$ cat src/hdl/assert_macros.svh
// Assertion macros for the joystick map RTL.
`ifndef ASSERT_MACROS_SVH
`define ASSERT_MACROS_SVH

// Same-cycle implication or invariant, disabled while reset is asserted.
`define ASSERT_CLK(label, clk, rst_n, prop, msg) \
    label: assert property (@(posedge clk) disable iff (!rst_n) prop) \
        else $error(msg);

// Antecedent this cycle, consequent on the next clock edge.
`define ASSERT_NEXT(label, clk, rst_n, ante, cons, msg) \
    label: assert property (@(posedge clk) disable iff (!rst_n) (ante) |=> (cons)) \
        else $error(msg);

`endif

$ cat src/hdl/jacm_pkg.sv
// Shared types, constants and helper functions for the joystick calibrated map.
`default_nettype none

package jacm_pkg;

    localparam int SAMPLE_W    = 16;
    localparam int RAW_W       = 8;
    localparam int WIDE_W      = 13;
    localparam int NARROW_W    = 8;
    localparam int CFG_IDX_W   = 4;
    localparam int IN_TDATA_W  = 32;
    localparam int OUT_TDATA_W = 64;

    typedef enum logic [CFG_IDX_W-1:0] {
        REG_X_NEG_LOW  = 4'd0,
        REG_X_NEG_HIGH = 4'd1,
        REG_X_POS_LOW  = 4'd2,
        REG_X_POS_HIGH = 4'd3,
        REG_Y_NEG_LOW  = 4'd4,
        REG_Y_NEG_HIGH = 4'd5,
        REG_Y_POS_LOW  = 4'd6,
        REG_Y_POS_HIGH = 4'd7
    } t_cal_reg;

    localparam logic [SAMPLE_W-1:0] NEG_LOW_RST  = 16'd0;
    localparam logic [SAMPLE_W-1:0] NEG_HIGH_RST = 16'd31743;
    localparam logic [SAMPLE_W-1:0] POS_LOW_RST  = 16'd33791;
    localparam logic [SAMPLE_W-1:0] POS_HIGH_RST = 16'd65535;

    typedef struct packed {
        logic [SAMPLE_W-1:0] neg_low;
        logic [SAMPLE_W-1:0] neg_high;
        logic [SAMPLE_W-1:0] pos_low;
        logic [SAMPLE_W-1:0] pos_high;
    } t_axis_cal;

    typedef struct packed {
        logic zero;
        logic neg;
    } t_div_ctl;

    typedef struct packed {
        logic [RAW_W-1:0]           raw;
        logic signed [WIDE_W-1:0]   wide;
        logic signed [NARROW_W-1:0] narrow;
    } t_lane_res;

    function automatic int q_width(input int fs);
        return $clog2(fs + 1);
    endfunction

    function automatic int div_stages(input int wide_fs, input int narrow_fs);
        return (q_width(wide_fs) > q_width(narrow_fs)) ? q_width(wide_fs) : q_width(narrow_fs);
    endfunction

    function automatic int lane_latency(input int wide_fs, input int narrow_fs);
        return 5 + div_stages(wide_fs, narrow_fs);
    endfunction

endpackage

`default_nettype wire

$ cat src/hdl/jacm_merge.sv
// Output stage: packs both lane results and holds them in an output register plus skid.
`default_nettype none

`include "assert_macros.svh"

module jacm_merge (
    input  wire logic                                i_clk,
    input  wire logic                                i_rst_n,
    input  wire logic                                i_pipe_valid,
    input  wire jacm_pkg::t_lane_res                 i_x,
    input  wire jacm_pkg::t_lane_res                 i_y,
    output logic                                     o_en,
    output logic                                     o_m_valid,
    input  wire logic                                i_m_ready,
    output logic [jacm_pkg::OUT_TDATA_W-1:0]         o_m_data
);

    localparam int PAD_W = jacm_pkg::OUT_TDATA_W - 2 * jacm_pkg::RAW_W
                           - 2 * jacm_pkg::WIDE_W - 2 * jacm_pkg::NARROW_W;

    logic                                r_out_valid;
    logic                                r_skid_valid;
    logic [jacm_pkg::OUT_TDATA_W-1:0]    r_out_data;
    logic [jacm_pkg::OUT_TDATA_W-1:0]    r_skid_data;
    logic [jacm_pkg::OUT_TDATA_W-1:0]    n_data;
    logic                                n_take;
    logic                                n_push;

    assign n_data = {{PAD_W{1'b0}}, i_y.narrow, i_x.narrow, i_y.wide, i_x.wide,
                     i_y.raw, i_x.raw};
    assign n_take = r_out_valid && i_m_ready;
    assign o_en   = !r_skid_valid;
    assign n_push = i_pipe_valid && o_en;

    always_ff @(posedge i_clk) begin
        if (!i_rst_n) begin
            r_out_valid  <= 1'b0;
            r_skid_valid <= 1'b0;
        end else if (r_skid_valid) begin
            if (n_take) begin
                r_out_data   <= r_skid_data;
                r_skid_valid <= 1'b0;
            end
        end else if (n_push) begin
            if (!r_out_valid || n_take) begin
                r_out_data  <= n_data;
                r_out_valid <= 1'b1;
            end else begin
                r_skid_data  <= n_data;
                r_skid_valid <= 1'b1;
            end
        end else if (n_take) begin
            r_out_valid <= 1'b0;
        end
    end

    assign o_m_valid = r_out_valid;
    assign o_m_data  = r_out_data;

    `ASSERT_CLK(a_skid_implies_out, i_clk, i_rst_n, r_skid_valid |-> r_out_valid, "skid holds a transaction while output register is empty")
    `ASSERT_NEXT(a_skid_catches, i_clk, i_rst_n, n_push && r_out_valid && !i_m_ready, r_skid_valid, "stalled transaction not caught by skid")
    `ASSERT_NEXT(a_skid_drains, i_clk, i_rst_n, r_skid_valid && n_take, r_out_valid && !r_skid_valid, "skid did not drain into output register")

endmodule

`default_nettype wire

$ cat config.mk
export PLATFORM = sky130hd
export DESIGN_NAME = jacm_merge
export DESIGN_NICKNAME = d
export VERILOG_FILES = /design/src/hdl/jacm_pkg.sv /design/src/hdl/jacm_merge.sv
export VERILOG_INCLUDE_DIRS = /design/src /design/src/hdl
export SDC_FILE = /design/constraint.sdc
export NUM_CORES = 1
export LEC_CHECK = 0
export ABC_AREA = 1
export BUFFER_PORTS_ARGS = -buffer_cell sky130_fd_sc_hd__buf_2
export CAP_MARGIN = 20
export CORE_ASPECT_RATIO = 1.75
export CORE_MARGIN = 10
export CORE_UTILIZATION = 53
export CTS_BUF_LIST = sky130_fd_sc_hd__clkbuf_2
export DETAILED_ROUTE_END_ITERATION = 6
export HOLD_SLACK_MARGIN = 0.02
export PLACE_DENSITY_LB_ADDON = 0.05
export SLEW_MARGIN = 10
export SYNTH_ARGS = -nofsm -noshare
export SYNTH_HDL_FRONTEND = slang
export SYNTH_SLANG_ARGS = --single-unit
$ cat constraint.sdc
create_clock -name i_clk -period 4.1 [get_ports i_clk]
set_input_delay 0.615 -clock i_clk [delete_from_list [all_inputs] [get_ports i_clk]]
set_output_delay 0.615 -clock i_clk [all_outputs]
set_load 0.02 [all_outputs]
==> metrics.txt <==
# TYPE chip_impl_metric gauge
chip_impl_metric{name="numCtsBuffers",unit=""} 17
chip_impl_metric{name="overall_via_count_from_detail_route",unit=""} 2721
chip_impl_metric{name="finalWirelength",unit="mm"} 8.933
chip_impl_metric{name="synthesis.yosys.warnings",unit=""} 0
chip_impl_metric{name="post_drt_via_cell_ratio",unit=""} 4.816
chip_impl_metric{name="setup-violations-final",unit=""} 0
chip_impl_metric{name="synth.lib_cells_used.distinct",unit=""} 13
chip_impl_info{name="crit_type",value="register to register"} 1
chip_impl_metric{name="area.growth.synth_to_final",unit="%"} 21.41
chip_impl_metric{name="clock_sinks",unit=""} 118
chip_impl_metric{name="total_power",unit="mW"} 2.533
chip_impl_metric{name="die-area",unit="um2"} 12500
chip_impl_info{name="yosys.cell_count.top_type",value="sky130_fd_sc_hd__nand2_1"} 1
chip_impl_metric{name="path_max_fanout",unit=""} 61
chip_impl_metric{name="postSynthCellCount",unit=""} 331
chip_impl_metric{name="max_clock_freq",unit="MHz"} 423.6
chip_impl_metric{name="maxSlewHeadroom",unit="%"} 59.38
chip_impl_metric{name="worst_clock_skew",unit="ps"} 20.56
chip_impl_metric{name="drv_slew",unit=""} 0
chip_impl_info{name="synth.area.top_cells",value="sky130_fd_sc_hd__edfxtp_1 79%, sky130_fd_sc_hd__nand2_1 15%, sky130_fd_sc_hd__buf_4 1.9%"} 1
chip_impl_metric{name="p_leak",unit="nW"} 2.323
chip_impl_info{name="rsz_0062_raised_after_global_routing",value="false"} 1
chip_impl_metric{name="post_layout_net_count",unit=""} 522
chip_impl_metric{name="ys_ff_latch",unit=""} 118
chip_impl_metric{name="ant_nets",unit=""} 0
chip_impl_info{name="ctsRootBufferMaster",value="sky130_fd_sc_hd__clkbuf_2"} 1
chip_impl_metric{name="route.detailed.drc",unit=""} 0
chip_impl_metric{name="hold_viol",unit=""} 0
chip_impl_metric{name="async_reset_ff_share",unit="%"} 0
chip_impl_metric{name="post-dp-hpwl",unit="mm"} 6.158
chip_impl_metric{name="ys_seq_area_share",unit="%"} 79.98
chip_impl_metric{name="row_count",unit=""} 44
chip_impl_metric{name="worst_ep_required_time",unit="ps"} 4400
chip_impl_metric{name="gpl.final_weighted_congestion",unit=""} 0.7703
chip_impl_metric{name="tightestPinTransition",unit="ps"} 609.3
chip_impl_metric{name="grt_first_pass_wirelength",unit="mm"} 13.45
chip_impl_info{name="start_kind",value="register"} 1
chip_impl_metric{name="finalCriticalPeriod",unit="ps"} 2361
chip_impl_info{name="timing.critical_path.to_type",value="register"} 1
chip_impl_metric{name="gr-usage-all-layers",unit="%"} 14.60
chip_impl_metric{name="timing.final.crit_share",unit="%"} 57.58
chip_impl_metric{name="routedWlPerCell",unit="um"} 15.81
chip_impl_metric{name="synth_top_area_share",unit="%"} 79.07
chip_impl_metric{name="htree_num_levels",unit=""} 4
chip_impl_metric{name="p_per_area",unit="nW/um2"} 473.6
chip_impl_metric{name="cts_max_path_buffers",unit=""} 2
chip_impl_metric{name="synth.cell_area",unit="um2"} 4405
chip_impl_metric{name="placeableCoreArea",unit="um2"} 8203
chip_impl_metric{name="maximum_number_of_pins_on_one_net_before_global_route_repair",unit=""} 62
chip_impl_metric{name="antenna_violations_before_repair",unit=""} 0
chip_impl_info{name="result_of_the_run",value="complete, no violations"} 1
chip_impl_metric{name="antenna_cells_inserted",unit=""} 0
chip_impl_metric{name="drv_cap",unit=""} 0
chip_impl_info{name="timing.hold.worst.class",value="input pin to register"} 1
chip_impl_metric{name="worst_setup_hold_path_clk_slew",unit="ps"} 170
chip_impl_metric{name="drt_pass1_iterations",unit=""} 4
chip_impl_metric{name="worstSkewPairLatency",unit="ps"} 640
chip_impl_info{name="synth_commonest_cells",value="180 x sky130_fd_sc_hd__nand2_1, 116 x sky130_fd_sc_hd__edfxtp_1, 11 x sky130_fd_sc_hd__buf_4, 6 x sky130_fd_sc_hd__nor2_1, 5 x sky130_fd_sc_hd__buf_2"} 1
chip_impl_metric{name="dr.first_iter.drc_count",unit=""} 199
chip_impl_metric{name="num_io_pins",unit=""} 128
chip_impl_metric{name="drive_gt1_share",unit="%"} 33.62
chip_impl_metric{name="cts_setup_buffers",unit=""} 0
chip_impl_metric{name="cts-resized-gates",unit=""} 0
chip_impl_metric{name="number_of_enable_type_register_cells_in_the_synthesized_netlist",unit=""} 116
chip_impl_metric{name="postSynthAreaPerCell",unit="um2"} 13.31
chip_impl_metric{name="vdd_ir_drop_max",unit="mV"} 0.2377
chip_impl_metric{name="cts_hold_repair.buffers",unit=""} 0
chip_impl_metric{name="crit_arrival",unit="ps"} 2660
chip_impl_metric{name="die_w",unit="um"} 88.92
chip_impl_info{name="cts_tree",value="done"} 1
chip_impl_metric{name="start_util",unit="%"} 53.71
chip_impl_info{name="synth_top_flop_cell",value="sky130_fd_sc_hd__edfxtp_1"} 1
chip_impl_metric{name="port-buffer-count",unit=""} 121
chip_impl_metric{name="totalNegativeSetupSlack",unit="ps"} 0
chip_impl_metric{name="first_global_vias",unit=""} 2720
chip_impl_info{name="synth_top_cell_by_area",value="sky130_fd_sc_hd__edfxtp_1"} 1
chip_impl_metric{name="global_route.overflow_total",unit=""} 0
chip_impl_metric{name="floorplan.die.height",unit="um"} 140.6
## power by group
part | switching (mW) | total (mW) | internal, mW
clock network | 0.403 | 0.925 | 0.522
logic | 0.147 | 0.214 | 0.0666
registers | 0.0121 | 1.39 | 1.38
## cells by family (layout without fill, tap and decap cells)
family	Yosys count	count (layout)	share of synthesized area (%)
buffers and inverters	23	160	3.607
other	1	6	0.08512
AOI/OAI and AO/OA	1	1	0.1135
DFF	118	118	79.98
and+or+nand+nor	188	188	16.22
## through the flow
step	utilization, %	hold slack [ps]	instances	worst slack (ps)	instance area (um2)
2_1_floorplan	-	490.5	336	417.8	4424
3_3_place_gp	61.47	500.8	533	1783	5042
3_5_place_dp	61.47	503.1	533	1704	5042
4_1_cts	65.21	75.31	565	1675	5349
5_1_grt	65.21	27.51	565	1549	5349
6_report	65.21	152.2	565	1739	5349
## sequential cells by signal (all words and copies together), names as in the netlist
register,count
o_m_data,58
r_skid_data,58
o_m_valid,1
r_skid_valid,1
## cell usage in the layout (no fill, tap or decap), types with 2 or more instances in the layout
cell type                   instances
sky130_fd_sc_hd__nand2_1          180
sky130_fd_sc_hd__edfxtp_1         116
sky130_fd_sc_hd__conb_1             6
sky130_fd_sc_hd__inv_1              3
sky130_fd_sc_hd__nor2_4             2
sky130_fd_sc_hd__clkbuf_2          20
sky130_fd_sc_hd__nor2_1             4
sky130_fd_sc_hd__clkinv_1           3
sky130_fd_sc_hd__buf_2            121
sky130_fd_sc_hd__clkinv_2           3
sky130_fd_sc_hd__bufinv_16          6
sky130_fd_sc_hd__buf_4              3
## final timing paths
kind	from	endpoint	slack (ps)	cells after the start
setup reg to reg	r_skid_valid	r_skid_data[15]	1740	4
hold reg to reg	r_skid_data[15]	o_m_data[15]	530	2
setup / recovery	r_skid_valid	r_skid_data[15]	1740	4
hold / removal	i_x[16]	r_skid_data[24]	150	1
## per-layer routing
layer  routed length [um]  up-vias  track usage [%]
li1                     -     1361                -
met1                 3256     1257            14.65
met2                 4822       89            24.81
met3                  691       14            7.040
met4                  163        0            5.902
met5                    0        -                0
## critical path, stage by stage (launching register included)
cell                      delay, ps
sky130_fd_sc_hd__dfxtp_2        360
sky130_fd_sc_hd__inv_4          450
sky130_fd_sc_hd__nand3_2        160
sky130_fd_sc_hd__nor2_4         490
sky130_fd_sc_hd__buf_4          520
## cell type report
class,instances,area (um2)
sequential,118,3525
tap,92,115.1
timing repair buffer,124,628.1
fill,638,2854
inverter,4,17.52
clock buffer,20,100.1
clock inverter,12,206.4
multi-input combinational,195,757.0
Power figures use the tool's default switching activity.
