[src/hdl/assert_macros.svh]
// Assertion macros for the joystick map RTL.
`ifndef ASSERT_MACROS_SVH
`define ASSERT_MACROS_SVH

// Same-cycle implication or invariant, disabled while reset is asserted.
`define ASSERT_CLK(label, clk, rst_n, prop, msg) \
    label: assert property (@(posedge clk) disable iff (!rst_n) prop) \
        else $error(msg);

// Antecedent this cycle, consequent on the next clock edge.
`define ASSERT_NEXT(label, clk, rst_n, ante, cons, msg) \
    label: assert property (@(posedge clk) disable iff (!rst_n) (ante) |=> (cons)) \
        else $error(msg);

`endif

[src/hdl/jacm_pkg.sv]
// Shared types, constants and helper functions for the joystick calibrated map.
`default_nettype none

package jacm_pkg;

    localparam int SAMPLE_W    = 16;
    localparam int RAW_W       = 8;
    localparam int WIDE_W      = 13;
    localparam int NARROW_W    = 8;
    localparam int CFG_IDX_W   = 4;
    localparam int IN_TDATA_W  = 32;
    localparam int OUT_TDATA_W = 64;

    typedef enum logic [CFG_IDX_W-1:0] {
        REG_X_NEG_LOW  = 4'd0,
        REG_X_NEG_HIGH = 4'd1,
        REG_X_POS_LOW  = 4'd2,
        REG_X_POS_HIGH = 4'd3,
        REG_Y_NEG_LOW  = 4'd4,
        REG_Y_NEG_HIGH = 4'd5,
        REG_Y_POS_LOW  = 4'd6,
        REG_Y_POS_HIGH = 4'd7
    } t_cal_reg;

    localparam logic [SAMPLE_W-1:0] NEG_LOW_RST  = 16'd0;
    localparam logic [SAMPLE_W-1:0] NEG_HIGH_RST = 16'd31743;
    localparam logic [SAMPLE_W-1:0] POS_LOW_RST  = 16'd33791;
    localparam logic [SAMPLE_W-1:0] POS_HIGH_RST = 16'd65535;

    typedef struct packed {
        logic [SAMPLE_W-1:0] neg_low;
        logic [SAMPLE_W-1:0] neg_high;
        logic [SAMPLE_W-1:0] pos_low;
        logic [SAMPLE_W-1:0] pos_high;
    } t_axis_cal;

    typedef struct packed {
        logic zero;
        logic neg;
    } t_div_ctl;

    typedef struct packed {
        logic [RAW_W-1:0]           raw;
        logic signed [WIDE_W-1:0]   wide;
        logic signed [NARROW_W-1:0] narrow;
    } t_lane_res;

    function automatic int q_width(input int fs);
        return $clog2(fs + 1);
    endfunction

    function automatic int div_stages(input int wide_fs, input int narrow_fs);
        return (q_width(wide_fs) > q_width(narrow_fs)) ? q_width(wide_fs) : q_width(narrow_fs);
    endfunction

    function automatic int lane_latency(input int wide_fs, input int narrow_fs);
        return 5 + div_stages(wide_fs, narrow_fs);
    endfunction

endpackage

`default_nettype wire

[src/hdl/jacm_div.sv]
// Pipelined restoring divider that maps one axis span onto a clamped output range.
`default_nettype none

module jacm_div #(
    parameter int FS     = 4095,
    parameter int STAGES = 12,
    parameter int OW     = 13
) (
    input  wire logic                      i_clk,
    input  wire logic                      i_en,
    input  wire logic [15:0]               i_dmag,
    input  wire logic [15:0]               i_smag,
    input  wire jacm_pkg::t_div_ctl        i_ctl,
    output logic signed [OW-1:0]           o_res
);

    localparam int QW    = jacm_pkg::q_width(FS);
    localparam int NUM_W = 16 + QW;
    localparam int RES_W = (QW + 1 > OW) ? QW + 1 : OW;

    logic [NUM_W-1:0]          r_num;
    logic [15:0]               r_den_m;
    logic                      r_sat_m;
    jacm_pkg::t_div_ctl        r_ctl_m;

    logic [15:0]               r_rem [STAGES];
    logic [QW-1:0]             r_low [STAGES];
    logic [QW-1:0]             r_quo [STAGES];
    logic [15:0]               r_den [STAGES];
    logic                      r_sat [STAGES];
    jacm_pkg::t_div_ctl        r_ctl [STAGES];

    logic signed [RES_W-1:0]   r_res;
    logic signed [RES_W-1:0]   n_qc;
    logic signed [RES_W-1:0]   n_res;

    always_ff @(posedge i_clk) begin
        if (i_en) begin
            r_num   <= NUM_W'(i_dmag) * NUM_W'(FS);
            r_den_m <= i_smag;
            r_sat_m <= (i_dmag >= i_smag);
            r_ctl_m <= i_ctl;
        end
    end

    for (genvar k = 0; k < STAGES; k++) begin : g_stage
        logic [15:0]        w_rem_p;
        logic [QW-1:0]      w_low_p;
        logic [QW-1:0]      w_quo_p;
        logic [15:0]        w_den_p;
        logic               w_sat_p;
        jacm_pkg::t_div_ctl w_ctl_p;

        if (k == 0) begin : g_first
            assign w_rem_p = r_num[NUM_W-1:QW];
            assign w_low_p = r_num[QW-1:0];
            assign w_quo_p = '0;
            assign w_den_p = r_den_m;
            assign w_sat_p = r_sat_m;
            assign w_ctl_p = r_ctl_m;
        end else begin : g_next
            assign w_rem_p = r_rem[k-1];
            assign w_low_p = r_low[k-1];
            assign w_quo_p = r_quo[k-1];
            assign w_den_p = r_den[k-1];
            assign w_sat_p = r_sat[k-1];
            assign w_ctl_p = r_ctl[k-1];
        end

        if (k < QW) begin : g_step
            logic [16:0] w_trial;
            logic [16:0] w_diff;
            logic        w_ge;
            logic [QW:0] w_quo_n;

            assign w_trial = {w_rem_p, w_low_p[QW-1]};
            assign w_diff  = w_trial - {1'b0, w_den_p};
            assign w_ge    = (w_trial >= {1'b0, w_den_p});
            assign w_quo_n = {w_quo_p, w_ge};

            always_ff @(posedge i_clk) begin
                if (i_en) begin
                    r_rem[k] <= w_ge ? w_diff[15:0] : w_trial[15:0];
                    r_low[k] <= w_low_p << 1;
                    r_quo[k] <= w_quo_n[QW-1:0];
                    r_den[k] <= w_den_p;
                    r_sat[k] <= w_sat_p;
                    r_ctl[k] <= w_ctl_p;
                end
            end
        end else begin : g_hold
            always_ff @(posedge i_clk) begin
                if (i_en) begin
                    r_rem[k] <= w_rem_p;
                    r_low[k] <= w_low_p;
                    r_quo[k] <= w_quo_p;
                    r_den[k] <= w_den_p;
                    r_sat[k] <= w_sat_p;
                    r_ctl[k] <= w_ctl_p;
                end
            end
        end
    end

    always_comb begin
        if (r_ctl[STAGES-1].zero) begin
            n_qc = '0;
        end else if (r_sat[STAGES-1]) begin
            n_qc = RES_W'(FS);
        end else begin
            n_qc = signed'({{(RES_W-QW){1'b0}}, r_quo[STAGES-1]});
        end
        n_res = r_ctl[STAGES-1].neg ? (n_qc - RES_W'(FS)) : n_qc;
    end

    always_ff @(posedge i_clk) begin
        if (i_en) begin
            r_res <= n_res;
        end
    end

    assign o_res = r_res[OW-1:0];

endmodule

`default_nettype wire

[src/hdl/jacm_lane.sv]
// One axis lane: zone select, span setup, raw byte and the two range dividers.
`default_nettype none

module jacm_lane #(
    parameter int WIDE_FS   = 4095,
    parameter int NARROW_FS = 127
) (
    input  wire logic                  i_clk,
    input  wire logic                  i_en,
    input  wire logic [15:0]           i_sample,
    input  wire jacm_pkg::t_axis_cal   i_cal,
    output jacm_pkg::t_lane_res        o_res
);

    localparam int STAGES = jacm_pkg::div_stages(WIDE_FS, NARROW_FS);
    localparam int LAT    = jacm_pkg::lane_latency(WIDE_FS, NARROW_FS);

    logic [15:0]        r1_s;
    logic [15:0]        r1_lo;
    logic [15:0]        r1_hi;
    logic               r1_neg;
    logic               r1_pos;

    logic [16:0]        r2_d;
    logic [16:0]        r2_span;
    logic               r2_neg;
    logic               r2_dead;

    logic [15:0]        r3_dmag;
    logic [15:0]        r3_smag;
    jacm_pkg::t_div_ctl r3_ctl;

    logic [jacm_pkg::RAW_W-1:0] r_raw [LAT];

    logic               n_neg;
    logic [15:0]        n_raw_t;
    logic [16:0]        n_dneg;
    logic [16:0]        n_sneg;

    assign n_neg   = (i_sample <= i_cal.neg_high);
    assign n_raw_t = i_sample - {8'd0, i_sample[15:8]};
    assign n_dneg  = 17'd0 - r2_d;
    assign n_sneg  = 17'd0 - r2_span;

    always_ff @(posedge i_clk) begin
        if (i_en) begin
            r1_s    <= i_sample;
            r1_neg  <= n_neg;
            r1_pos  <= (i_sample >= i_cal.pos_low);
            r1_lo   <= n_neg ? i_cal.neg_low  : i_cal.pos_low;
            r1_hi   <= n_neg ? i_cal.neg_high : i_cal.pos_high;

            r2_d    <= {1'b0, r1_s} - {1'b0, r1_lo};
            r2_span <= {1'b0, r1_hi} - {1'b0, r1_lo};
            r2_neg  <= r1_neg;
            r2_dead <= !r1_neg && !r1_pos;

            r3_dmag     <= r2_d[16] ? n_dneg[15:0] : r2_d[15:0];
            r3_smag     <= r2_span[16] ? n_sneg[15:0] : r2_span[15:0];
            r3_ctl.zero <= r2_dead || (r2_span == 17'd0) || (r2_d[16] ^ r2_span[16]);
            r3_ctl.neg  <= r2_neg && (r2_span != 17'd0);

            r_raw[0] <= n_raw_t[15:8];
            for (int i = 1; i < LAT; i++) begin
                r_raw[i] <= r_raw[i-1];
            end
        end
    end

    jacm_div #(
        .FS     (WIDE_FS),
        .STAGES (STAGES),
        .OW     (jacm_pkg::WIDE_W)
    ) u_div_wide (
        .i_clk  (i_clk),
        .i_en   (i_en),
        .i_dmag (r3_dmag),
        .i_smag (r3_smag),
        .i_ctl  (r3_ctl),
        .o_res  (o_res.wide)
    );

    jacm_div #(
        .FS     (NARROW_FS),
        .STAGES (STAGES),
        .OW     (jacm_pkg::NARROW_W)
    ) u_div_narrow (
        .i_clk  (i_clk),
        .i_en   (i_en),
        .i_dmag (r3_dmag),
        .i_smag (r3_smag),
        .i_ctl  (r3_ctl),
        .o_res  (o_res.narrow)
    );

    assign o_res.raw = r_raw[LAT-1];

endmodule

`default_nettype wire

[config.mk]
export PLATFORM = sky130hd
export DESIGN_NAME = jacm_lane
export DESIGN_NICKNAME = d
export VERILOG_FILES = /design/src/hdl/assert_macros.svh /design/src/hdl/jacm_pkg.sv /design/src/hdl/jacm_div.sv /design/src/hdl/jacm_lane.sv
export SDC_FILE = /design/constraint.sdc
export NUM_CORES = 2
export LEC_CHECK = 0
export BUFFER_PORTS_ARGS = -buffer_cell sky130_fd_sc_hd__buf_2
export CORE_ASPECT_RATIO = 1.1
export CORE_MARGIN = 8
export CORE_UTILIZATION = 60
export CTS_BUF_LIST = sky130_fd_sc_hd__clkbuf_16
export CTS_CLUSTER_DIAMETER = 80
export CTS_CLUSTER_SIZE = 12
export DETAILED_ROUTE_END_ITERATION = 8
export PLACE_DENSITY = 0.77
export SLEW_MARGIN = 30
export SYNTH_ARGS = -nofsm -noshare
export SYNTH_HDL_FRONTEND = slang
export SYNTH_SLANG_ARGS = --single-unit
[constraint.sdc]
create_clock -name i_clk -period 6.67 [get_ports i_clk]
set_input_delay 1.6675 -clock i_clk [delete_from_list [all_inputs] [get_ports i_clk]]
set_output_delay 1.6675 -clock i_clk [all_outputs]
set_load 0.02 [all_outputs]
==> results.yml <==
synth:
  synth_area_per_cell_um2: 12.4
  seq_area_frac_synth: 0.538
  synth-simple-area-share: 0.0789
  synth_common_cells: "1041 x edfxtp_1, 584 x inv_1, 472 x ha_1, 255 x nor2_1, 244 x a21oi_1"
  synth_top_area_share: 0.538
  synth_nets: 5368
  syn-cell-area_um2: 58100
  yosys_warnings: 0
  synthTopCellsByArea: "edfxtp_1 54%, ha_1 10%, fa_1 5.0%"
  synth_adder_area_share: 0.151
  synth_xor_area_frac: 0.0422
  synth_top_cell_by_area: "edfxtp_1"
  yosysMostFrequentCell: "edfxtp_1"
  synth_enable_flop_cells: 1041
  ys_seq_elements: 1041
  ys_async_sr_fraction: 0
  synth_compound_area_frac: 0.105
  yosysUniqueCellTypes: 87
  synth_cells: 4670
  synthFlopType: "edfxtp_1"
  muxShareOfSynthArea: 0.0417
  synth_top_family_by_area: "adder cells"
finish:
  nFillCells: 7081
  areaGrowthSynthToFinish_pct: 8.30
  fin_nets: 5538
  final_layout_size_suffix_gt1_frac: 0.0986
  multi_input_area_um2: 24400
  layout.area.seq_um2: 31300
  diodes: 0
global_routing:
  grt_start_max_net_pins: 198
  grt_use_met1: 0.247
  gr-usage-all-layers: 0.214
  grt-ovfl-total: 0
  grt_pass1_wl_mm: 185
  antenna_found_initial: 1
  grt.busiest_layer: "met2"
  grt_pass1_vias: 35900
  met3_usage: 0.0291
  grtUsageMet2: 0.394
setup_path:
  path_common_cell: "fa_1"
  critPathKind: "register to register"
  crit_family: "adder cells"
  crit_slowest_cell: "fa_1"
  crit_chain: "inv_1 -> fa_1 -> inv_1 -> fa_1 -> fa_1 -> fa_1 -> inv_1 -> fa_1 -> inv_1 -> ha_1 -> a21oi_1 -> nand2b_1 -> a31o_2 -> a311oi_2 -> a21oi_1 -> a2111oi_0 -> nor3_1 -> xnor2_1"
  critPathRequiredTime_ns: 7.08
  cp_max_fo: 4
  crit_arrival_ns: 6.62
  crit_path_end_kind: "register"
  cp-start-kind: "register"
  path_buf_inv: 4
  max_stage_delay_ns: 0.70
timing:
  post-route-period-util: 0.930
  slew-limit-headroom: 0.324
  skew_ns: 0.0256
  final_hold_viol_count: 0
  finalSetupViolCount: 0
  tightest_slew_ns: 1.01
  clock.fmax_mhz: 161
  fin_crit_ns: 6.20
  rsz0062_at_grt: "no"
  tns_ns: 0
  final-max-slew-violation-count: 0
clocking:
  cts_tree: "yes"
  clk-insertion-delay-late_ns: 0.67
  numCtsBuffers: 98
  root_buffer: "clkbuf_16"
  postCtsSetupBuffers: 0
  cts.clk_slew.worst_paths_ns: 0.06
  cts_resized: 0
  cts_buffer_depth: 3
  cts_hold_buf: 0
  htree_levels: 3
  cts_sinks: 1041
detailed_routing:
  vias: 35400
  ant_nets: 0
  drc_errors: 0
  wl_per_cell_um: 18.9
  viasPerCell: 5.78
  drt_iter0_markers: 2521
  routed_wl_mm: 116
  dr.pass1.iters: 6
die:
  io_pins: 111
  start_util: 0.605
  die-area_um2: 107000
  die_width_um: 313
  core_area_um2: 95900
  std_cell_rows: 119
  die_h_um: 342
status:
  status: "finished, final reports clean"
worst_hold_path:
  hold_class: "register to register"
placed_design:
  numPortBuffers: 110
  gp_congestion: 0.899
  dp_hpwl_mm: 88.4
job:
  max-cap-violations: 0
==> per-stage QoR <==
stage / cells / utilization / hold slack [ns] / instance area, µm² / setup WS (ns)
final: 6120 / 0.656 / 0.413 / 62900 / 0.467
after global routing: 6120 / 0.656 / 0.418 / 62900 / 0.0232
after CTS: 6118 / 0.655 / 0.410 / 62800 / 0.384
after detailed placement: 6008 / 0.627 / 0.405 / 60200 / 0.402
after global placement: 6008 / 0.627 / 0.400 / 60100 / 0.563
after floorplan: 4670 / - / 0.400 / 58100 / 1.10
==> layout make-up <==
cell class | count | area share
Clock inverter | 10 | 0.00207
Clock buffer | 100 | 0.0398
Tap cell | 1270 | 0.0253
Sequential cell | 1041 | 0.497
Inverter | 585 | 0.0349
Multi-Input combinational cell | 2986 | 0.388
Timing Repair Buffer | 128 | 0.0129
==> flip-flops by register name (all words and copies together) (netlist names), 17 cells and up <==
| signal | cells |
|---|---|
| r2_d | 17 |
| r2_span | 17 |
| r_raw | 136 |
| u_div_narrow.r_den | 63 |
| u_div_narrow.r_num | 23 |
| u_div_narrow.r_quo | 63 |
| u_div_narrow.r_rem | 96 |
| u_div_wide.r_den | 113 |
| u_div_wide.r_low | 66 |
| u_div_wide.r_num | 25 |
| u_div_wide.r_quo | 78 |
| u_div_wide.r_rem | 176 |
==> per-layer routing <==
layer | vias to the layer above | part of all wire
li1 | 17300 | -
met1 | 17200 | 0.40
met2 | 663 | 0.52
met3 | 244 | 0.034
met4 | 2 | 0.044
met5 | - | 0.00011
==> final timing paths <==
check                           depth (start not counted)  slack (ns)    startpoint                    to
worst max-delay path                                   18        0.47    r3_dmag[4]  u_div_wide.r_num[25]
worst min register to register                          0        0.41  r_raw[0][83]          r_raw[0][91]
worst max register to register                         18        0.47    r3_dmag[4]  u_div_wide.r_num[25]
worst min-delay path                                    0        0.41  r_raw[0][83]          r_raw[0][91]
==> kinds of logic after synthesis <==
kind of cell | Yosys count
flops | 1041
compound gates | 939
simple gates | 935
buf+inv | 643
fa+ha+maj | 616
xor+xnor | 280
mux | 216
==> layout by cell type (no fill, tap or decap), types with 30 or more instances in the layout <==
| master | Yosys | routed |
|---|---|---|
| a21o_1 | 101 | 101 |
| a21oi_1 | 244 | 244 |
| a31oi_1 | 35 | 35 |
| buf_2 | 10 | 109 |
| clkbuf_16 | 0 | 100 |
| edfxtp_1 | 1041 | 1041 |
| fa_1 | 144 | 144 |
| ha_1 | 472 | 472 |
| inv_1 | 584 | 585 |
| mux2_2 | 179 | 179 |
| mux2i_1 | 30 | 30 |
| nand2_1 | 224 | 222 |
| nand2b_1 | 48 | 48 |
| nand3_1 | 60 | 59 |
| nand4_1 | 45 | 45 |
| nor2_1 | 255 | 255 |
| nor2b_1 | 72 | 72 |
| nor3_1 | 83 | 83 |
| o21a_1 | 71 | 70 |
| o21ai_0 | 220 | 219 |
| or3_1 | 30 | 30 |
| xnor2_1 | 192 | 192 |
| xor2_1 | 88 | 88 |
Power is left out: the tool's default activity adds up to more than one toggle a clock period on the data nets, which glitch-free logic cannot reach.
